[src/hw/rtl/fcbt_ram.sv]
// generic simple dual port ram with registered read
`default_nettype none
module fcbt_ram #(
   parameter int WIDTH = 8,
   parameter int DEPTH = 16
) (
   input  wire logic                     clock,
   input  wire logic                     wr_en,
   input  wire logic [$clog2(DEPTH)-1:0] wr_addr,
   input  wire logic [WIDTH-1:0]         wr_data,
   input  wire logic [$clog2(DEPTH)-1:0] rd_addr,
   output logic      [WIDTH-1:0]         rd_data
);
   logic [WIDTH-1:0] mem [DEPTH];

   always_ff @(posedge clock) begin
      if (wr_en) begin
         mem[wr_addr] <= wr_data;
      end
      rd_data <= mem[rd_addr];
   end
endmodule
`default_nettype wire

[config.mk]
export PLATFORM = sky130hd
export DESIGN_NAME = fcbt_ram
export DESIGN_NICKNAME = d
export VERILOG_FILES = /design/src/hw/rtl/fcbt_ram.sv
export SDC_FILE = /design/constraint.sdc
export NUM_CORES = 1
export LEC_CHECK = 0
export BUFFER_PORTS_ARGS = -buffer_cell sky130_fd_sc_hd__buf_2
export CAP_MARGIN = 20
export CORE_ASPECT_RATIO = 0.8
export CORE_UTILIZATION = 50
export DETAILED_ROUTE_END_ITERATION = 16
export GPL_ROUTABILITY_DRIVEN = 0
export PLACE_DENSITY = 0.76
export SYNTH_ARGS = -nofsm -noshare
export SYNTH_HDL_FRONTEND = slang
export SYNTH_SLANG_ARGS = --single-unit
[constraint.sdc]
create_clock -name clock -period 3 [get_ports clock]
set_input_delay 0.3 -clock clock [delete_from_list [all_inputs] [get_ports clock]]
set_output_delay 0.3 -clock clock [all_outputs]
set_load 0.02 [all_outputs]
### Yosys cells after proc, flatten, opt, wreduce, memory -nomap -nowiden

Memories as Yosys holds them, arrays and structs flattened. A register that Yosys moved wholly into a read port is not among the register bits.
Cells that the tools add are included.

| word-level totals | value |
|---|---|
| flip-flop bits (word level) | 0 |
| RAM bits | 128 |
| bits of input ports | 18 |
| output and inout bits | 8 |
| logic and storage cells | 3 |
| memories | 1 |

Memory list:

| memory | depth | width | rd ports | clocked after Yosys merged registers in | write ports | RTL line | RTL |
|---|---|---|---|---|---|---|---|
| mem | 16 | 8 | 1 | 1 | 1 | 14 | `logic [WIDTH-1:0] mem [DEPTH];` |

| cells by class | value |
|---|---|
| multiplexer cells | 2 |

Operator list:

| operator | count |
|---|---|
| 1-bit 2-to-1 mux | 2 |

### Depth between registers and ports, before layout

Gate-level depths: netlist of the first run.

| depth | value |
|---|---|
| depth in word-level cells | 2 |
| gate-level depth with buffers | 5 |
| mapped depth without buffers | 3 |

### Worst setup path after synthesis of the first run

No wires, ideal clock.

| timing | value |
|---|---|
| kind | input to register |
| start point | input port wr_addr[2] |
| end point | memory mem[0][0], enable pin |
| setup time | 0.383 ns |
| arrival | 1.410 ns |
| required time | 2.617 ns |
| setup slack | 1.207 ns |
| cell stages on the path | 2 |
| path buffers | 0 |
| path through | or3b_2 > nor3_1 |

RTL lines:

| item | RTL line | RTL |
|---|---|---|
| start: declaration | 9 | `input wire logic [$clog2(DEPTH)-1:0] wr_addr,` |
| end: declaration | 14 |  |

No word-level cell before the write port.

==> results_dict.tcl, run 1 <==
set metrics [dict create \
    grt_max_degree 33 \
    area_growth_pct 17.7 \
    crit_fanout 21 \
    ir_drop_mv 0.502 \
    place_area_um2 5410 \
    status "completed" \
    start_kind "input pin" \
    ys_seq_area_share_pct 77.8 \
    rows 32 \
    cp.required_ns 3.30 \
    die_w_um 115 \
    timing.hold.ws_ns 0.267 \
    dieArea_um2 10700 \
    layout-drive-gt1-share_pct 28.7 \
    routed-via-count 2410 \
    dp_cells 386 \
    fin_nets 287 \
    antenna_found_initial 0 \
    max_stage_delay_ns 0.60 \
    max_cap_viol_count 0 \
    grtUsageTotal_pct 20.4 \
    final_cell_mix "edfxtp_1, buf_2, mux4_2" \
    post_cts_resized 0 \
    path_clk_slew_ns 0.06 \
    critPathTopFamily "buffers and inverters" \
    arrival_ns 1.83 \
    cts_root_buf "clkbuf_16" \
    port_buffers 25 \
    drtAntennaViolNets 0 \
    rsz0062_at_grt "no" \
    via_per_inst 5.75 \
    synth_area_leaders "edfxtp_1, mux4_2, mux4_1, dfxtp_1, a22oi_1" \
    drtIter0Drc 211 \
    grt_pass1_wl_mm 14.6 \
    drc 0 \
    final_common_cell "edfxtp_1" \
    clock_latency_ns 0.42 \
    postCtsSetupRepairBufs 0 \
    cts_made_buffers 17 \
    dp_hpwl_mm 6.09 \
    yosysTopAreaCellShare_pct 74.7 \
    ctsLongestPathBuffers 2 \
    routedWlPerCell_um 23.2 \
    synth_warnings 0 \
    cts_tree "done" \
    fin_area_um2 6060 \
    first_global_vias 2416 \
    layout_worst_path_cycle_share_pct 50.9 \
    io_pins 26 \
    ys_types 19 \
    multi_input_area_um2 1060 \
    timing.setup.tns_ns 0 \
    yosysTopAreaCell "edfxtp_1" \
    dieHeight_um 92.8 \
    setup_viol 0 \
    powerDensity_nw_per_um2 756 \
    syn_area_um2 5150 \
    critical-path-slowest-cell "mux4_1" \
    hold_class "in -> reg" \
    avgSynthCellArea_um2 22.5 \
    crit_buf_inv 2 \
    path_cells "buf_2 -> buf_12 -> mux4_1 -> a22oi_1 -> nand2_1" \
    wl_mm 9.73 \
    hold_viol 0 \
    fmax_mhz 655 \
    tightestPinTransition_ns 0.993 \
    seqCellArea_um2 4000 \
    coreArea_um2 9810 \
    period_needed_ns 1.53 \
    finalMaxSlewViolations 0 \
    p_seq_share_pct 46.7 \
    fin_worst_skew_ns 0.0111 \
    syn_inst 229 \
    cts_hold_buf 0 \
    final_core_util_pct 61.8 \
    cp-end-kind "register" \
    path_class "in -> reg" \
    leakagePower_nw 2.05 \
    grt-ovfl-total 0 \
    p_switching_mw 0.890 \
    htreeDepth 4 \
    sw_frac_of_total_pct 19.4 \
    clkSinkCount 136 \
    relSlewSlack_pct 33.5 \
    ys_seq_elements 136 \
    synthesis.nets 247 \
    combPwrFrac_pct 4.4 \
    pwr-share-clk_pct 48.9 \
    fillers 685 \
    fin_cells 419 \
    internal-power_mw 3.69 \
    initial_core_util_pct 52.5 \
    dr.pass1.iters 4 \
]
## power by group through the flow
stage | clock network (mW) | registers (mW) | logic, mW
after global placement | 0 | 2.18 | 0.196
after global routing | 2.34 | 2.14 | 0.217
after detailed placement | 0 | 2.18 | 0.204
final | 2.24 | 2.14 | 0.201
after CTS | 2.27 | 2.14 | 0.205
after floorplan | 0 | 2.19 | 0.108
## through the flow
stage               total power, mW  worst slack [ns]
finish                         4.58              1.47
global route                   4.70              1.37
CTS                            4.61              1.44
detailed placement             2.38              1.01
global placement               2.37              1.03
floorplan                      2.30              1.21
## sequential cells by signal, summed over array words and instances (netlist names)
name	flops
mem	128
rd_data	8
## final timing paths
path	slack (ns)	to	start	depth (start not counted)
hold / removal	0.27	mem[2][5]	wr_data[5]	1
hold reg to reg	0.69	rd_data[0]	mem[4][0]	3
setup reg to reg	1.60	rd_data[2]	mem[2][2]	3
setup / recovery	1.47	rd_data[3]	rd_addr[0]	5
## area by class of cell
class / instances / area share [%]
Tap cell: 136 / 2.81
Sequential cell: 136 / 66.1
Antenna cell: 1 / 0.0413
Multi-Input combinational cell: 83 / 17.4
Clock inverter: 14 / 3.37
Clock buffer: 18 / 7.25
Timing Repair Buffer: 31 / 3.01
## synth_stat cells, drive strengths merged
master,number
nor2,13
and2b,1
nand2,9
buf,7
nand3,1
edfxtp,128
clkdlybuf4s25,3
a22oi,16
nor2b,1
or3b,1
mux4,32
nand2b,2
nand3b,2
nor3,4
and2,1
dfxtp,8
## kinds of logic (layout without fill, tap and decap cells)
group	count (synthesis)	in the layout	synth area share, %
AOI/OAI and AO/OA	16	16	2.33
buffers and inverters	10	63	1.68
DFF	136	136	77.8
muxes	32	32	15.0
other	0	1	0
and+or+nand+nor	35	35	3.18
## worst reg2reg max path, delay by kind of cell, from the launching register on
kind | cells | cell delay (ns)
muxes | 1 | 0.51
DFF | 1 | 0.37
AOI/OAI and AO/OA | 1 | 0.29
and+or+nand+nor | 1 | 0.11
## layer usage
layer | share of wire (%) | vias to the layer above | track usage [%]
li1 | - | 1055 | -
met2 | 47 | 90 | 29.4
met4 | 1.2 | 0 | 7.14
met1 | 44 | 1250 | 29.0
met5 | 0 | - | 0
met3 | 8.2 | 15 | 7.00
No activity file was read; power rests on OpenSTA's default activity.
==> run 2, diff against run 1 <==
- ABC_AREA: not set -> 1
- PLACE_DENSITY: 0.76 -> 0.79
- clock period: 3 -> 1.3 ns (I/O delays scaled with it)
==> run 2 against run 1 <==
Via count is 65% higher. Non-clock buffer count is 19 higher. Clock-buffer cell count stayed put. Combinational power grew to 3.3 times the previous value. Register-to-register slack worse by 1.4 ns. Largest cell class unchanged. Largest power group is now sequential cells.
==> results_dict.tcl, run 2 <==
set metrics [dict create \
    synthAdderAreaFrac_pct 0 \
    critPathTopFamily "flip-flops" \
    layout_worst_path_cycle_share_pct 84.7 \
    timing.hold.ws_ns 0.0669 \
    crit_buf_inv 1 \
    syn_inst 551 \
    port_buffers 25 \
    grtUsageMet2_pct 34.0 \
    holdCritStartpoint "rd_addr[3]" \
    period_needed_ns 1.10 \
    first_global_vias 3794 \
    synth_compound_area_share_pct 0 \
    drtIter0Drc 515 \
    cp.depth 1 \
    synth_top_family_by_area "simple AND/OR/NAND/NOR gates" \
    critical-path-slowest-cell "dfxtp_1" \
    dieHeight_um 98.1 \
    die_w_um 122 \
    startpoint "rd_data[1]" \
    synthSimpleGateAreaFrac_pct 21.0 \
    hold_viol 0 \
    timing.rr.start "mem[11][4]" \
    tightestPinTransition_ns 0.380 \
    fin_cells 752 \
    via_per_inst 5.29 \
    cts_made_buffers 17 \
    grtUsageMet1_pct 34.2 \
    clkSinkCount 136 \
    cts_root_buf "clkbuf_16" \
    io_pins 26 \
    ys_seq_elements 136 \
    rows 34 \
    ctsLongestPathBuffers 2 \
    yosysMostFrequentCell "nand2_1" \
    synth_edf_count 128 \
    timing.setup.tns_ns 0 \
    cp.required_ns 1.17 \
    grt_pass1_wl_mm 20.5 \
    dieArea_um2 12000 \
    synth_warnings 0 \
    synthesis.nets 569 \
    coreArea_um2 11100 \
    dr.pass1.iters 5 \
    antenna_found_initial 0 \
    drc 0 \
    arrival_ns 0.97 \
    clock_latency_ns 0.42 \
    fmax_mhz 909 \
    async_flop_share_pct 0 \
    regToRegSetupSlack_ns 0.21 \
    diodes 0 \
    area_growth_pct 16.9 \
    yosysTopAreaCell "edfxtp_1" \
    fillers 858 \
    drtAntennaViolNets 0 \
    holdPathStages 3 \
    fin_worst_skew_ns 0.00483 \
    powerDensity_nw_per_um2 1540 \
    synthTopCellsByCount "nand2_1, edfxtp_1, inv_1" \
    wl_mm 13.0 \
    reg2reg_depth 6 \
    grt-busiest-layer "met1" \
    setup_viol 0 \
    largest_register_ffs 128 \
    ys_types 12 \
    rsz0062_at_grt "no" \
    path_cells "buf_2" \
    grt_max_degree 65 \
    met3_usage_pct 8.06 \
    relSlewSlack_pct 74.6 \
    grt-ovfl-total 0 \
    htreeDepth 4 \
    leakagePower_nw 2.94 \
    avgSynthCellArea_um2 10.5 \
    ys_seq_area_share_pct 69.4 \
    final_cell_mix "nand2_1, edfxtp_1, inv_1" \
    dp_hpwl_mm 8.00 \
    synth_area_leaders "edfxtp_1, nand2_1, nand3_1, inv_1, dfxtp_1" \
    hold_class "in -> reg" \
    grtUsageTotal_pct 23.8 \
    path_clk_slew_ns 0.06 \
    ys.flop_type "edfxtp_1" \
    regMostFlops "mem" \
    yosysTopAreaCellShare_pct 66.7 \
    muxShareOfSynthArea_pct 0 \
    synth_xor_xnor_area_share_pct 0 \
    final_common_cell "nand2_1" \
    max_cap_viol_count 0 \
    cts_tree "done" \
    finalMaxSlewViolations 0 \
    crit_fanout 1 \
    cp-end-kind "output pin" \
    status "completed" \
    max_stage_delay_ns 0.37 \
    cts_hold_buf 0 \
    fin_nets 614 \
    ir_drop_mv 0.998 \
    layout-drive-gt1-share_pct 13.2 \
    post_cts_resized 0 \
    routedWlPerCell_um 17.2 \
    reg_top3 "mem x128, rd_data x8" \
    initial_core_util_pct 52.1 \
    postCtsSetupRepairBufs 0 \
    path_class "reg -> out" \
    start_kind "register" \
    dp_cells 721 \
    routed-via-count 3977 \
    syn_area_um2 5770 \
]
==> run 2: cell count changes in the layout (fill, tap and decap cells not counted), moves of 4 or more <==
cell and delta:
nor2_1 +4, a22oi_1 -16, mux4_1 -14, inv_1 +100, buf_4 +15, mux4_2 -18
nor3_1 -4, nand3_1 +96, nand2_1 +164, buf_12 +4
==> run 2: final timing paths <==
| path | to |
|---|---|
| worst max-delay path | rd_data[1] |
| worst min-delay path | rd_data[0] |
| worst max register to register | rd_data[4] |
| worst min register to register | rd_data[2] |
==> run 2: metrics by stage <==
stage / setup slack [ns] / util [%] / power (mW) / area (um2)
2_1_floorplan: 0.219 / - / 5.40 / 5770
3_3_place_gp: 0.108 / 55.7 / 5.65 / 6160
3_5_place_dp: 0.0846 / 55.7 / 5.67 / 6160
4_1_cts: 0.198 / 61.0 / 10.4 / 6740
5_1_grt: 0.142 / 61.0 / 10.7 / 6740
6_report: 0.199 / 61.0 / 10.3 / 6740
==> run 2: cell type report <==
class	count	area (um2)	share of cell area, %
clock inverters	13	156	2.32
inverters	102	383	5.68
repair buffers	50	375	5.57
well taps	144	180	2.67
multi-input cells	289	1210	18.0
clock buffers	18	429	6.37
flip-flops and latches	136	4000	59.4
==> run 2: metal layers <==
metal / up-vias / wire length [um]
li1: 1866 / -
met5: - / 0
met1: 1887 / 5580
met3: 23 / 1270
met2: 201 / 5910
met4: 0 / 214
==> run 2: kinds of logic (layout without fill, tap and decap cells) <==
| group | count (synthesis) | after routing |
|---|---|---|
| buf+inv | 126 | 183 |
| simple gates | 289 | 289 |
| flops | 136 | 136 |
==> run 2: where the power goes <==
group / internal [mW] / total (mW) / switching (mW)
Sequential: 4.90 / 4.94 / 0.0353
Combinational: 0.199 / 0.655 / 0.456
Clock: 2.98 / 4.76 / 1.77
Total: 8.09 / 10.3 / 2.26
==> run 3, diff against run 2 <==
- clock period: 1.3 -> 0.93 ns (I/O delays scaled with it)
==> run 3 against run 2 <==
Critical path depth is the same. Sequential power rose by 40%. Sequential share of layout area shrank 3.6 points. Die area unchanged. Combinational power grew 65%. Critical endpoint is now rd_data[7]. Critical path type unchanged. The flow now finishes with violations (negative setup slack). Largest power group is now clock. Non-clock buffer count grew 5. Clock power up 52%.
==> results_dict.tcl, run 3 (synthesis gave the netlist of run 2 again) <==
set metrics [dict create \
    powerDensity_nw_per_um2 2120 \
    setup_viol 12 \
    first_global_vias 3948 \
    pre_cts_slack_ns -0.198 \
    cts_tree "done" \
    reg_top3 "mem x128, rd_data x8" \
    timing.rr.start "mem[14][0]" \
    fin_cells 758 \
    violations "negative setup slack" \
    port_buffers 25 \
    fin_worst_skew_ns 0.00552 \
    dieHeight_um 98.1 \
    grt_pass1_wl_mm 21.2 \
    status "finished with violations" \
    cts_root_buf "clkbuf_16" \
    rows 34 \
    cp.required_ns 0.84 \
    cts_made_buffers 17 \
    crit_fanout 1 \
    layout_worst_path_cycle_share_pct 105 \
    critPathCapture "rd_data[7]" \
    max_stage_delay_ns 0.35 \
    hold_viol 0 \
    area_growth_pct 24.7 \
    regToRegSetupSlack_ns -0.03 \
    fin_nets 619 \
    fmax_mhz 1020 \
    timing.setup.tns_ns -0.262 \
    htreeDepth 4 \
    grtUsageTotal_pct 24.5 \
    postCtsSetupRepairBufs 0 \
    layout-drive-gt1-share_pct 24.9 \
    tightestPinTransition_ns 0.432 \
    via_per_inst 5.34 \
    arrival_ns 0.89 \
    clkSinkCount 136 \
    fillers 793 \
    timing.final.ws_setup_ns -0.0481 \
    largest_register_ffs 128 \
    holdCritStartpoint "rd_addr[3]" \
    relSlewSlack_pct 71.2 \
    reg2reg_depth 6 \
    ir_drop_mv 2.18 \
    path_cells "buf_6" \
    routed-via-count 4049 \
    critPathTopFamily "flip-flops" \
    routedWlPerCell_um 17.9 \
    cts_hold_buf 0 \
    dp_cells 726 \
    path_clk_slew_ns 0.06 \
    drc 0 \
    path_class "reg -> out" \
    drtIter0Drc 467 \
    start_kind "register" \
    finalMaxSlewViolations 0 \
    period_needed_ns 0.978 \
    grt_max_degree 62 \
    clock_latency_ns 0.42 \
    startpoint "rd_data[7]" \
    cp-end-kind "output pin" \
    leakagePower_nw 3.11 \
    final_core_util_pct 65.0 \
    coreArea_um2 11100 \
    cp.depth 1 \
    die_w_um 122 \
    diodes 0 \
    final_cell_mix "nand2_1, edfxtp_1, inv_1" \
    drtAntennaViolNets 0 \
    max_cap_viol_count 0 \
    initial_core_util_pct 52.1 \
    antenna_found_initial 0 \
    hold_class "in -> reg" \
    dp_hpwl_mm 8.06 \
    dieArea_um2 12000 \
    wl_mm 13.5 \
    crit_buf_inv 1 \
    io_pins 26 \
    dr.pass1.iters 5 \
    power.total_mw 15.2 \
    regMostFlops "mem" \
    grt-ovfl-total 0 \
    rsz0062_at_grt "yes" \
    critical-path-slowest-cell "dfxtp_2" \
    ctsLongestPathBuffers 2 \
    final_common_cell "nand2_1" \
    r2r_end "rd_data[0]" \
]
run 3: repair_timing:
action | CTS | global route
gates cloned | 0 | 0
pin swaps | 14 | 30
endpoints found under the setup margin | 16 | 16
gates resized for setup | 42 | 33
run 3: how the worst min path moves through the flow:
stage	cells after the start	end	slack [ns]
3_3_place_gp	3	rd_data[4]	0.46
4_1_cts	3	rd_data[4]	0.06
3_5_place_dp	3	rd_data[7]	0.46
5_1_grt	1	mem[8][1]	0.07
2_1_floorplan	0	mem[0][0]	0.19
6_report	3	rd_data[3]	0.07
run 3: per-stage QoR:
stage / instance area [um2] / hold slack, ns
after floorplan: 5780 / 0.192
after global placement: 6260 / 0.464
after detailed placement: 6260 / 0.464
after CTS: 7040 / 0.0646
after global routing: 7190 / 0.0739
final: 7190 / 0.0745
run 3: layout make-up:
class | count | area, um2 | share of cell area [%]
Sequential cell | 136 | 4010 | 55.8
Multi-Input combinational cell | 289 | 1460 | 20.3
Timing Repair Buffer | 55 | 513 | 7.14
Clock buffer | 18 | 439 | 6.11
Inverter | 102 | 383 | 5.33
Clock inverter | 14 | 204 | 2.84
Tap cell | 144 | 180 | 2.51
run 3: per-layer routing:
| metal | vias to the layer above | share of wire [%] | global-route usage, % |
|---|---|---|---|
| met3 | 21 | 7.1 | 5.78 |
| met4 | 0 | 2.0 | 10.0 |
| li1 | 1873 | - | - |
| met1 | 1987 | 43 | 34.7 |
| met2 | 168 | 48 | 36.5 |
| met5 | - | 0 | 0 |
run 3: where the power goes:
group	internal [mW]	switching, mW
clock	4.79	2.45
sequential	6.86	0.0547
combinational	0.378	0.698
total	12.0	3.20
