==> config.mk <==
export PLATFORM = sky130hd
export DESIGN_NAME = fcbt_hash_unit
export DESIGN_NICKNAME = d
export VERILOG_FILES = /design/src/hw/rtl/fcbt_pkg.sv /design/src/hw/rtl/fcbt_hash_unit.sv
export SDC_FILE = /design/constraint.sdc
export NUM_CORES = 1
export LEC_CHECK = 0
export BUFFER_PORTS_ARGS = -buffer_cell sky130_fd_sc_hd__buf_2
export CORE_ASPECT_RATIO = 1.5
export CORE_MARGIN = 2
export CORE_UTILIZATION = 40
export DETAILED_ROUTE_END_ITERATION = 7
export PLACE_DENSITY_LB_ADDON = 0.1
export SETUP_SLACK_MARGIN = 0.3
export SYNTH_ARGS = -nofsm -noshare
export SYNTH_HDL_FRONTEND = slang
export SYNTH_SLANG_ARGS = --single-unit
==> constraint.sdc <==
create_clock -name clock -period 7.9 [get_ports clock]
set_clock_uncertainty 0.05 [all_clocks]
set_input_delay 1.58 -clock clock [delete_from_list [all_inputs] [get_ports clock]]
set_output_delay 1.58 -clock clock [all_outputs]
set_load 0.03 [all_outputs]
==> src/hw/rtl/fcbt_pkg.sv <==
// shared types and constants of the fingerprint cluster ban table
`default_nettype none
package fcbt_pkg;
   localparam int NUM_BUCKETS_DEF = 256;
   localparam int MAX_ADDRS_DEF   = 32;

   localparam logic [31:0] FNV_OFFSET = 32'h811C_9DC5;
   localparam logic [31:0] FNV_PRIME  = 32'h0100_0193;

   localparam logic [5:0] MIN_CLUSTER_RST   = 6'd3;
   localparam logic [5:0] MIN_CLUSTER_FLOOR = 6'd2;

   localparam int REQ_DATA_W = 128;
   localparam int REQ_USER_W = 3;
   localparam int RSP_DATA_W = 112;
   localparam int RSP_USER_W = 2;

   typedef enum logic [1:0] {
      STATUS_IGNORED = 2'd0,
      STATUS_FULL    = 2'd1,
      STATUS_TRACKED = 2'd2,
      STATUS_BAN     = 2'd3
   } status_type;

   typedef enum logic {
      CSR_ENABLE      = 1'b0,
      CSR_MIN_CLUSTER = 1'b1
   } csr_index_type;

   typedef enum logic [3:0] {
      S_CLEAR,
      S_IDLE,
      S_HASH,
      S_PROBE_RD,
      S_PROBE_CHK,
      S_SCAN_RD,
      S_SCAN_CHK,
      S_UPDATE,
      S_FLUSH_RD,
      S_FLUSH_OUT,
      S_RESULT
   } state_type;
endpackage
`default_nettype wire

==> src/hw/rtl/fcbt_hash_unit.sv <==
// fnv-1a key hash, one byte a cycle, then reciprocal reduction to a bucket index
`default_nettype none
module fcbt_hash_unit #(
   parameter int NUM_BUCKETS = fcbt_pkg::NUM_BUCKETS_DEF
) (
   input  wire logic                           clock,
   input  wire logic                           reset,
   input  wire logic                           start,
   input  wire logic [63:0]                    key,
   output logic                                done,
   output logic [$clog2(NUM_BUCKETS)-1:0]      index
);
   import fcbt_pkg::*;

   localparam int          IW        = $clog2(NUM_BUCKETS);
   localparam logic [31:0] NB        = 32'(NUM_BUCKETS);
   // floor(2^32 / buckets), the quotient estimate is low by at most one
   localparam logic [31:0] RECIP     = 32'((64'd1 << 32) / 64'(NUM_BUCKETS));
   localparam logic [3:0]  STEP_QUOT = 4'd8;
   localparam logic [3:0]  STEP_REM  = 4'd9;

   logic              busy_ff, busy_in;
   logic              done_ff, done_in;
   logic [3:0]        cnt_ff, cnt_in;
   logic [31:0]       h_ff, h_in;
   logic [63:0]       key_ff, key_in;
   logic [31:0]       q_ff, q_in;
   logic [31:0]       r_ff, r_in;
   logic [IW-1:0]     idx_ff, idx_in;
   logic [63:0]       prod;

   always_comb begin
      busy_in = busy_ff;
      done_in = 1'b0;
      cnt_in  = cnt_ff;
      h_in    = h_ff;
      key_in  = key_ff;
      q_in    = q_ff;
      r_in    = r_ff;
      idx_in  = idx_ff;
      prod    = {32'd0, h_ff} * {32'd0, RECIP};
      if (start) begin
         busy_in = 1'b1;
         cnt_in  = '0;
         h_in    = FNV_OFFSET;
         key_in  = key;
      end else if (busy_ff) begin
         cnt_in = cnt_ff + 4'd1;
         if (cnt_ff < STEP_QUOT) begin
            h_in   = 32'((h_ff ^ {24'd0, key_ff[7:0]}) * FNV_PRIME);
            key_in = key_ff >> 8;
         end else if (cnt_ff == STEP_QUOT) begin
            q_in = prod[63:32];
         end else if (cnt_ff == STEP_REM) begin
            r_in = h_ff - q_ff * NB;
         end else begin
            idx_in  = (r_ff >= NB) ? IW'(r_ff - NB) : IW'(r_ff);
            busy_in = 1'b0;
            done_in = 1'b1;
         end
      end
   end

   always_ff @(posedge clock) begin
      if (reset) begin
         busy_ff <= 1'b0;
         done_ff <= 1'b0;
      end else begin
         busy_ff <= busy_in;
         done_ff <= done_in;
      end
      cnt_ff <= cnt_in;
      h_ff   <= h_in;
      key_ff <= key_in;
      q_ff   <= q_in;
      r_ff   <= r_in;
      idx_ff <= idx_in;
   end

   assign done  = done_ff;
   assign index = idx_ff;
endmodule
`default_nettype wire

Word level (Yosys, flattened, before mapping)
Cells that the tools add are included.
{ "classes": {"addsub": 3, "mul": 1, "order_cmp": 2, "n_eq_ne": 2, "n_mux": 10, "bitwise_logic": 6, "n_reduce_logical": 8} }
{ "ops": {"columns": ["op", "count"], "rows": [
  ["$mux W64", 3],
  ["$ge A32 B9 Y1 const B", 1],
  ["$mul A32 B25 Y32 const B", 1],
  ["$sub A32 B32 Y32", 1],
  ["$xor A32 B8 Y32", 1],
  ["$reduce_and A5 Y1", 2],
  ["$eq A4 B4 Y1 const B", 2],
  ["$mux W8", 1],
  ["$sub A8 B1 Y8 const B", 1],
  ["$mux W1", 6],
  ["$not A1 Y1", 5],
  ["$reduce_or A5 Y1", 1],
  ["$add A4 B1 Y4 const B", 1],
  ["$lt A4 B4 Y1 const B", 1],
  ["$reduce_and A2 Y1", 2],
  ["$reduce_and A4 Y1", 1],
  ["$reduce_bool A2 Y1", 2]
]} }
{ "totals": {"regBits": 166, "inputBits": 67, "out_inout_bits": 9, "wordCells": 40} }

Depth between registers and ports, before layout
Gate-level depths: netlist of run 1.
{ "depth": {"ltp_word": 6, "mapped_depth": 12, "ltp_nobuf": 12} }

Worst setup path after synthesis of run 1
No wires, ideal clock.
{ "synth_timing": {"path_kind": "input to register", "from": "input port start", "to": "register key_ff[0], enable pin", "setup_time_ps": 420, "arrival_time_ps": 3255, "required_ps": 7430, "slack_ps": 4175, "cell_stages": 3, "path_buffers": 1, "path_cell_list": "clkbuf_1 > nor2_1 > inv_1"} }
{ "synth_between": {"elab_chain_len": 2, "elab_cells_between_ends": 3, "cone_classes": "3 x reduce/logical"} }
{ "synth_rtl": {"columns": ["item", "line", "rtl"], "rows": [
  ["start, declared", "fcbt_hash_unit.sv:8", "input wire logic start,"],
  ["$reduce_bool A2 Y1 (no line)", null, null],
  ["$reduce_and A2 Y1 (no line) *", null, null],
  ["end signal, assigned", "fcbt_hash_unit.sv:74", "key_ff <= key_in;"],
  ["end, declared", "fcbt_hash_unit.sv:26", "logic [63:0] key_ff, key_in;"]
]} }
Every way passes the cells marked *; elsewhere a longest branch is shown, timed or not.
A chain may end at the register's enable or synchronous reset.

Worst setup path after layout of run 1
{ "layout_timing": {"from": "input port start", "to": "register key_ff[7], enable pin"} }
Same word-level chain as after synthesis.

==> results of run 1 <==
## final cells by class
| class | instances | area (µm²) |
|---|---|---|
| clock buffer | 14 | 274.0 |
| clock inverter | 2 | 15.01 |
| fill | 924 | 5161 |
| inverter | 8 | 30.03 |
| multi-input combinational | 146 | 1428 |
| sequential | 94 | 2683 |
| tap | 117 | 146.4 |
| timing repair buffer | 78 | 397.9 |
## cells in the final DEF, fill, tap and decap left out, drive strengths merged, types with 6 or more instances in the layout
master  synthesis  routed
edfxtp         80      80
buf             0      78
mux2           56      56
ha             23      23
dfxtp          14      14
clkbuf          9      14
xor2           11      11
and2            9       9
nor2            8       8
inv             8       8
xnor2           7       7
a21oi           6       6
## routing by layer
layer | up-vias | part of all wire (%)
met3 | 13 | 6.5
met1 | 1061 | 39
met5 | - | 0
met4 | 0 | 3.0
li1 | 1111 | -
met2 | 61 | 51
## sequential cells by signal, indices dropped and copies added, names as in the netlist
register	cells
done	1
key_ff	64
cnt_ff	4
busy_ff	1
r_ff	8
h_ff	8
index	8
## where the power goes
part | internal (mW) | switching (mW) | total, mW
combinational | 0.226 | 0.199 | 0.424
clock | 0.239 | 0.168 | 0.407
sequential | 0.596 | 0.0237 | 0.620
total | 1.06 | 0.390 | 1.45
## how the worst max path moves through the flow
| stage | end | from | cells after the start |
|---|---|---|---|
| after detailed placement | key_ff[50] | start | 5 |
| after floorplan | key_ff[0] | start | 3 |
| after global routing | key_ff[13] | start | 5 |
| after global placement | key_ff[58] | start | 5 |
| after CTS | key_ff[22] | start | 5 |
| final | key_ff[7] | start | 5 |
## worst max-delay path, delay by kind of cell
family	cells	cell delay, ps
simple gates	1	250
buf+inv	4	1450
## cells by family (layout without fill, tap and decap cells)
| kind of cell | Yosys count | after routing | share of synthesized area [%] |
|---|---|---|---|
| and+or+nand+nor | 30 | 30 | 3.867 |
| buffers and inverters | 17 | 102 | 1.529 |
| xor gates and xnor gates | 20 | 20 | 5.036 |
| AOI/OAI and AO/OA | 15 | 15 | 2.578 |
| muxes | 57 | 57 | 15.35 |
| adders and majority gates | 24 | 24 | 7.374 |
| DFF | 94 | 94 | 64.27 |
==> flow_summary.json, run 1 <==
{
  "numCtsBuffers": 9,
  "wl_per_cell_um": 14.37,
  "vias": 2246,
  "hold_buffers": 0,
  "placed_area_um2": 4684,
  "crit_top_cell": "buf_4",
  "post-route-period-util_pct": 43.39,
  "drt_wl_total_um": 6596,
  "r2r-end": "h_ff[7]",
  "cts_setup_buffers": 0,
  "syn_inst": 257,
  "busiest_layer": "met2",
  "fp.dieW_um": 87.41,
  "power.density_nw_per_um2": 291.8,
  "synth-seq-cells": 94,
  "syn_area_per_cell_um2": 16.24,
  "cpPeakStageDelay_ps": 660,
  "met1_usage_pct": 14.35,
  "worstHoldStart": "r_ff[6]",
  "cp-end-kind": "flip-flop",
  "grt_pass1_wl_um": 10900,
  "cts_htree_levels": 3,
  "track_usage_pct": 12.82,
  "synth-edff-count": 80,
  "yosys.area.top_type_share_pct": 57.55,
  "rsz0062_at_grt": "no",
  "hpwl_um": 4600,
  "synth_area_leader_cell": "edfxtp_1",
  "ant_nets": 0,
  "yosys-top-cells-count": "edfxtp_1, mux2_2, ha_1",
  "synth_most_common_cell": "edfxtp_1",
  "fin_nets": 428,
  "diodes": 0,
  "whs_ps": 368.5,
  "die_area_um2": 11280,
  "ir_worst_vdd_v": 0.0001413,
  "yosysSeqAreaShare_pct": 64.27,
  "gp_congestion": 0.7934,
  "drc": 0,
  "min_to": "index[6]",
  "r2r-start": "key_ff[1]",
  "cp.arrival_ps": 3330,
  "die_y_um": 129.1,
  "cts_max_path_buffers": 2,
  "slowest_stage": "buf_4",
  "crit_path_start_kind": "primary input",
  "clk_pin_slew_ps": 60,
  "yosysUniqueCellTypes": 28,
  "path_max_fanout": 74,
  "clock-sinks": 94,
  "use_met3_pct": 4.076,
  "slew_violations": 0,
  "cts_root_buffer": "clkbuf_16",
  "port_buffers": 75,
  "gr-usage-met2_pct": 21.30,
  "row_count": 45,
  "final.setup.worst_slack_ps": 4472,
  "globalRoute.totalOverflow": 0,
  "min_path_type": "flip-flop to flip-flop",
  "finalSetupTns_ps": 0,
  "hold_viol_final": 0,
  "required_ps": 7810,
  "reg2regPathDepth": 10,
  "status": "completed",
  "max-slew-margin-rel_pct": 43.77,
  "finalPower_mw": 1.451,
  "area_growth_pct": 19.15,
  "drtPass1Iterations": 4,
  "cap_violations": 0,
  "layoutNonFillerInstCount": 459,
  "num_io_pins": 76,
  "coreArea_um2": 10130,
  "grt_max_degree": 75,
  "critPathKind": "primary input to flip-flop",
  "dp_slack_ps": 4057,
  "finalInstanceArea_um2": 4974,
  "setup_viol": 0,
  "worst_pin_slew_ps": 843.4,
  "holdPathStages": 0,
  "yosysWarnings": 0,
  "cellLeakagePower_nw": 2.009,
  "routed_via_density": 4.893,
  "placedCellCount": 443,
  "async_flop_share_pct": 0,
  "crit_chain": "buf_2 > buf_4 > nor2_1 > inv_2 > buf_4",
  "syn_area_um2": 4174,
  "fin_util_pct": 49.07,
  "antenna_found_initial": 0,
  "layout-drive-gt1-share_pct": 44.15,
  "netlist_top_cells_area": "edfxtp_1, mux2_2, ha_1",
  "clk-insertion-delay-late_ps": 330,
  "fin_crit_ps": 3428,
  "drtIter0Drc": 100,
  "synth_top_flop_cell": "edfxtp_1",
  "worst-r2r-setup-slack_ps": 4670,
  "cts_tree": "built",
  "clock.fmax_mhz": 291.7,
  "start_util_pct": 41.19,
  "postSynthNetCount": 348,
  "post_cts_resized": 0,
  "grt_pass1_vias": 2361
}
No activity file was read; power rests on OpenSTA's default activity.
==> run 2, diff against run 1 <==
clock period = 2.9 ns   (was 7.9 ns; I/O delays follow)
==> flow_summary.json, run 2 (synthesis results as in run 1) <==
{
  "cp-end-kind": "flip-flop",
  "cellLeakagePower_nw": 2.074,
  "coreArea_um2": 10130,
  "cts_max_path_buffers": 2,
  "numCtsBuffers": 9,
  "worst_pin_slew_ps": 451.7,
  "fin_nets": 432,
  "track_usage_pct": 13.34,
  "routed_via_density": 4.879,
  "grt_pass1_wl_um": 11160,
  "port_buffers": 75,
  "diodes": 0,
  "hold_viol_final": 0,
  "drtPass1Iterations": 4,
  "power.density_nw_per_um2": 881.5,
  "drtIter0Drc": 77,
  "r2r-start": "key_ff[1]",
  "worstHoldStart": "reset",
  "ant_nets": 0,
  "drc": 0,
  "required_ps": 3130,
  "clock.fmax_mhz": 344.6,
  "rsz0062_at_grt": "yes",
  "drt_wl_total_um": 6914,
  "crit_path_start_kind": "flip-flop",
  "max-slew-margin-rel_pct": 69.83,
  "final_cell_mix": "edfxtp_1, buf_2, mux2_2, ha_1, dfxtp_1",
  "ir_worst_vdd_v": 0.0003994,
  "clock-sinks": 94,
  "finalInstanceArea_um2": 5241,
  "final.setup.worst_slack_ps": -2.153,
  "die_y_um": 129.1,
  "worstSetupStartpoint": "key_ff[1]",
  "path_max_fanout": 2,
  "crit_chain": "xor2_1 > ha_1 > ha_4 > ha_4 > ha_4 > ha_4 > xnor2_2 > xnor3_1 > xnor2_2 > xnor3_1 > a21oi_2",
  "cap_violations": 0,
  "fp.dieW_um": 87.41,
  "antenna_found_initial": 0,
  "status": "finished with violations",
  "critPathKind": "flip-flop to flip-flop",
  "setup_viol": 1,
  "largest_reg_flops": 64,
  "cts_root_buffer": "clkbuf_16",
  "slowest_stage": "xnor3_1",
  "cp.arrival_ps": 3130,
  "die_area_um2": 11280,
  "area_growth_pct": 25.57,
  "vias": 2254,
  "fin_util_pct": 51.72,
  "min_path_type": "primary input to flip-flop",
  "start_util_pct": 41.19,
  "cts_tree": "built",
  "finalSetupTns_ps": -2.153,
  "num_io_pins": 76,
  "layout-drive-gt1-share_pct": 50.14,
  "gp_congestion": 0.7610,
  "whs_ps": 353.9,
  "row_count": 45,
  "cts_htree_levels": 3,
  "dp_slack_ps": 59.46,
  "n_fill_cell": 851,
  "crit_top_cell": "ha_4",
  "final_common_cell": "edfxtp_1",
  "violations": "setup timing",
  "wl_per_cell_um": 14.97,
  "slew_violations": 0,
  "clk-insertion-delay-late_ps": 340,
  "cpPeakStageDelay_ps": 410,
  "clk_pin_slew_ps": 60,
  "fin_crit_ps": 2902,
  "hpwl_um": 4913,
  "placed_area_um2": 4873,
  "hold_buffers": 0,
  "post-route-period-util_pct": 100.1,
  "top_register": "key_ff",
  "grt_pass1_vias": 2352,
  "globalRoute.totalOverflow": 0,
  "grt_max_degree": 63
}
[run 2: changes by cell type in the layout (fill, tap and decap cells not counted), moves of 2 or more]
cell       change
buf_4          +2
xor2_2         +2
xnor2_2        +3
buf_12         +2
xnor2_1        -3
bufinv_16      +3
a21oi_1        -2
xor2_1         -2
ha_1           -9
clkbuf_1       -2
ha_4           +9
clkbuf_8       -3
a21oi_2        +2
[run 2: final timing paths]
check / end / slack [ps] / cells past startpoint
worst min-delay path: done / 350 / 2
worst max register to register: h_ff[7] / -2 / 11
worst min register to register: index[1] / 370 / 0
worst max-delay path: h_ff[7] / -2 / 11
[run 2: stage by stage]
step / instances / power [mW]
floorplan: 257 / 2.925
global placement: 447 / 3.192
detailed placement: 447 / 3.259
CTS: 462 / 4.595
global route: 462 / 4.917
finish: 462 / 4.620
[run 2: where the power goes]
part           leakage (nW)  total (mW)  switching, mW  internal [mW]
Combinational          1.01        1.62          0.681          0.936
Sequential            0.908        1.68         0.0620           1.62
Clock                 0.160        1.32          0.481          0.837
Total                  2.07        4.62           1.22           3.40
[run 2: per-layer routing]
metal | track usage (%) | routed length, µm | vias up
li1 | - | - | 1122
met3 | 5.032 | 446 | 10
met1 | 14.61 | 2657 | 1069
met2 | 22.46 | 3668 | 53
met5 | 0 | 0 | -
met4 | 6.516 | 142 | 0
[run 2: timing repair]
| item | in CTS | in global routing |
|---|---|---|
| endpoints found under the setup margin | 1 | 2 |
| gates cloned | 0 | 0 |
| gates resized for setup | 0 | 6 |
| pin swaps | 1 | 3 |
| buffers inserted | 0 | 0 |
[run 2: layout make-up]
class,count,area (µm²),area share [%]
inverter,8,33.78,0.6445
clock inverter,6,110.1,2.101
sequential,94,2683,51.18
timing repair buffer,82,452.9,8.642
tap,117,146.4,2.793
clock buffer,9,225.2,4.297
multi-input combinational,146,1590,30.34
[run 2: worst max-delay path, delay by kind of cell (launching register included)]
kind	cells	cell delay, ps
xor gates and xnor gates	5	1180
adders and majority gates	5	1110
DFF	1	380
AOI/OAI and AO/OA	1	130
==> run 3, diff against run 2 <==
CORE_UTILIZATION = 50   (was 40)
==> flow_summary.json, run 3 (synthesis results as in run 1) <==
{
  "cp-end-kind": "flip-flop",
  "globalRoute.totalOverflow": 0,
  "area_growth_pct": 24.94,
  "grt_pass1_vias": 2252,
  "layoutNonFillerInstCount": 453,
  "drtIter0Drc": 89,
  "drt_wl_total_um": 7067,
  "final_common_cell": "edfxtp_1",
  "dp_slack_ps": 4.052,
  "hold_buffers": 0,
  "cp.arrival_ps": 3020,
  "port_buffers": 75,
  "clk-insertion-delay-late_ps": 330,
  "row_count": 40,
  "fin_nets": 434,
  "ir_worst_vdd_v": 0.0006549,
  "final_cell_mix": "edfxtp_1, buf_2, mux2_2, dfxtp_1, ha_1",
  "cap_violations": 0,
  "power.density_nw_per_um2": 856.9,
  "r2r-end": "h_ff[7]",
  "cts_root_buffer": "clkbuf_16",
  "fin_util_pct": 64.72,
  "grt_max_degree": 40,
  "reg2regPathDepth": 11,
  "rsz0062_at_grt": "yes",
  "setup_viol": 0,
  "clock-sinks": 94,
  "diodes": 0,
  "final.setup.worst_slack_ps": 104.8,
  "hold_viol_final": 0,
  "gp_congestion": 0.8318,
  "cellLeakagePower_nw": 2.062,
  "slew_violations": 0,
  "fin_crit_ps": 2795,
  "critPathKind": "flip-flop to flip-flop",
  "min_path_type": "primary input to flip-flop",
  "antenna_found_initial": 0,
  "layout-drive-gt1-share_pct": 50.29,
  "n_fill_cell": 604,
  "vias": 2268,
  "routed_via_density": 5.007,
  "worstHoldStart": "reset",
  "numCtsBuffers": 9,
  "gr-usage-met2_pct": 29.12,
  "coreArea_um2": 8058,
  "crit_chain": "xor2_2 > ha_1 > ha_4 > ha_4 > ha_4 > ha_4 > xnor2_1 > xnor3_1 > xnor2_2 > xnor3_1 > a21oi_2",
  "met1_usage_pct": 17.43,
  "post-route-period-util_pct": 96.39,
  "num_io_pins": 76,
  "fp.dieW_um": 78.60,
  "hpwl_um": 5079,
  "worst_pin_slew_ps": 500.6,
  "largest_reg_flops": 64,
  "track_usage_pct": 16.56,
  "min_to": "done",
  "finalPower_mw": 4.469,
  "clock.fmax_mhz": 357.8,
  "cts_max_path_buffers": 2,
  "grt_pass1_wl_um": 10970,
  "cts_tree": "built",
  "ant_nets": 0,
  "worst-r2r-setup-slack_ps": 100,
  "clk_pin_slew_ps": 60,
  "drc": 0,
  "cpPeakStageDelay_ps": 400,
  "r2r-start": "key_ff[1]",
  "start_util_pct": 51.80,
  "crit_top_cell": "ha_4",
  "placedCellCount": 435,
  "max-slew-margin-rel_pct": 66.51,
  "holdPathStages": 2,
  "wl_per_cell_um": 15.60,
  "die_y_um": 115.9,
  "path_max_fanout": 2,
  "cts_htree_levels": 3,
  "required_ps": 3130,
  "use_met3_pct": 6.308,
  "status": "completed",
  "busiest_layer": "met2",
  "die_area_um2": 9110,
  "top_register": "key_ff",
  "finalSetupTns_ps": 0,
  "drtPass1Iterations": 4,
  "slowest_stage": "edfxtp_1",
  "crit_path_start_kind": "flip-flop"
}
==> run 3: worst max-delay path by stage <==
stage               startpoint       to  slack [ps]  depth (start not counted)
finish               key_ff[1]  h_ff[7]         100                         11
global route         key_ff[3]  h_ff[7]          20                         12
CTS                  key_ff[0]  h_ff[7]          30                         10
detailed placement   key_ff[0]  h_ff[7]           4                         11
global placement     key_ff[0]  h_ff[7]          60                         11
floorplan            key_ff[3]  h_ff[7]         180                         11
==> run 3: worst max-delay path: cells and delay by family, from the launching register on <==
family                   cells  cell delay (ps)
adder cells (fa/ha/maj)      5             1130
XOR/XNOR                     5             1040
flip-flops                   1              400
AO/OA/AOI/OAI                1              110
==> run 3: through the flow <==
stage / area (µm²) / hold slack [ps]
2_1_floorplan: 4308 / 350.3
4_1_cts: 5171 / 356.6
5_1_grt: 5215 / 368.2
3_3_place_gp: 4846 / 352.6
6_report: 5215 / 368.1
3_5_place_dp: 4846 / 357.0
==> run 3: routing by layer <==
layer  up-vias  share of wire (%)
met5         -                  0
met4         0                2.3
met3        10                5.1
met2        55                 55
met1      1085                 38
li1       1118                  -
==> run 3: final cells by class <==
cell class / count / area [µm²] / share of cell area, %
clock buffers: 15 / 300.3 / 5.758
multi-input cells: 146 / 1604 / 30.76
flip-flops and latches: 94 / 2683 / 51.44
clock inverters: 1 / 7.507 / 0.1440
inverters: 8 / 33.78 / 0.6478
well taps: 105 / 131.4 / 2.519
repair buffers: 84 / 455.4 / 8.733
==> run 3: power by group <==
part | total (mW) | internal (mW) | switching, mW
registers | 1.69 | 1.62 | 0.0711
logic | 1.60 | 0.913 | 0.692
clock network | 1.17 | 0.710 | 0.459
total | 4.47 | 3.25 | 1.22
==> run 3: repair_timing <==
action                     CTS  global route
pin swaps                    3             7
setup endpoints to repair    1             2
resized for setup            2             6
setup buffers                1             1
cloned                       0             0
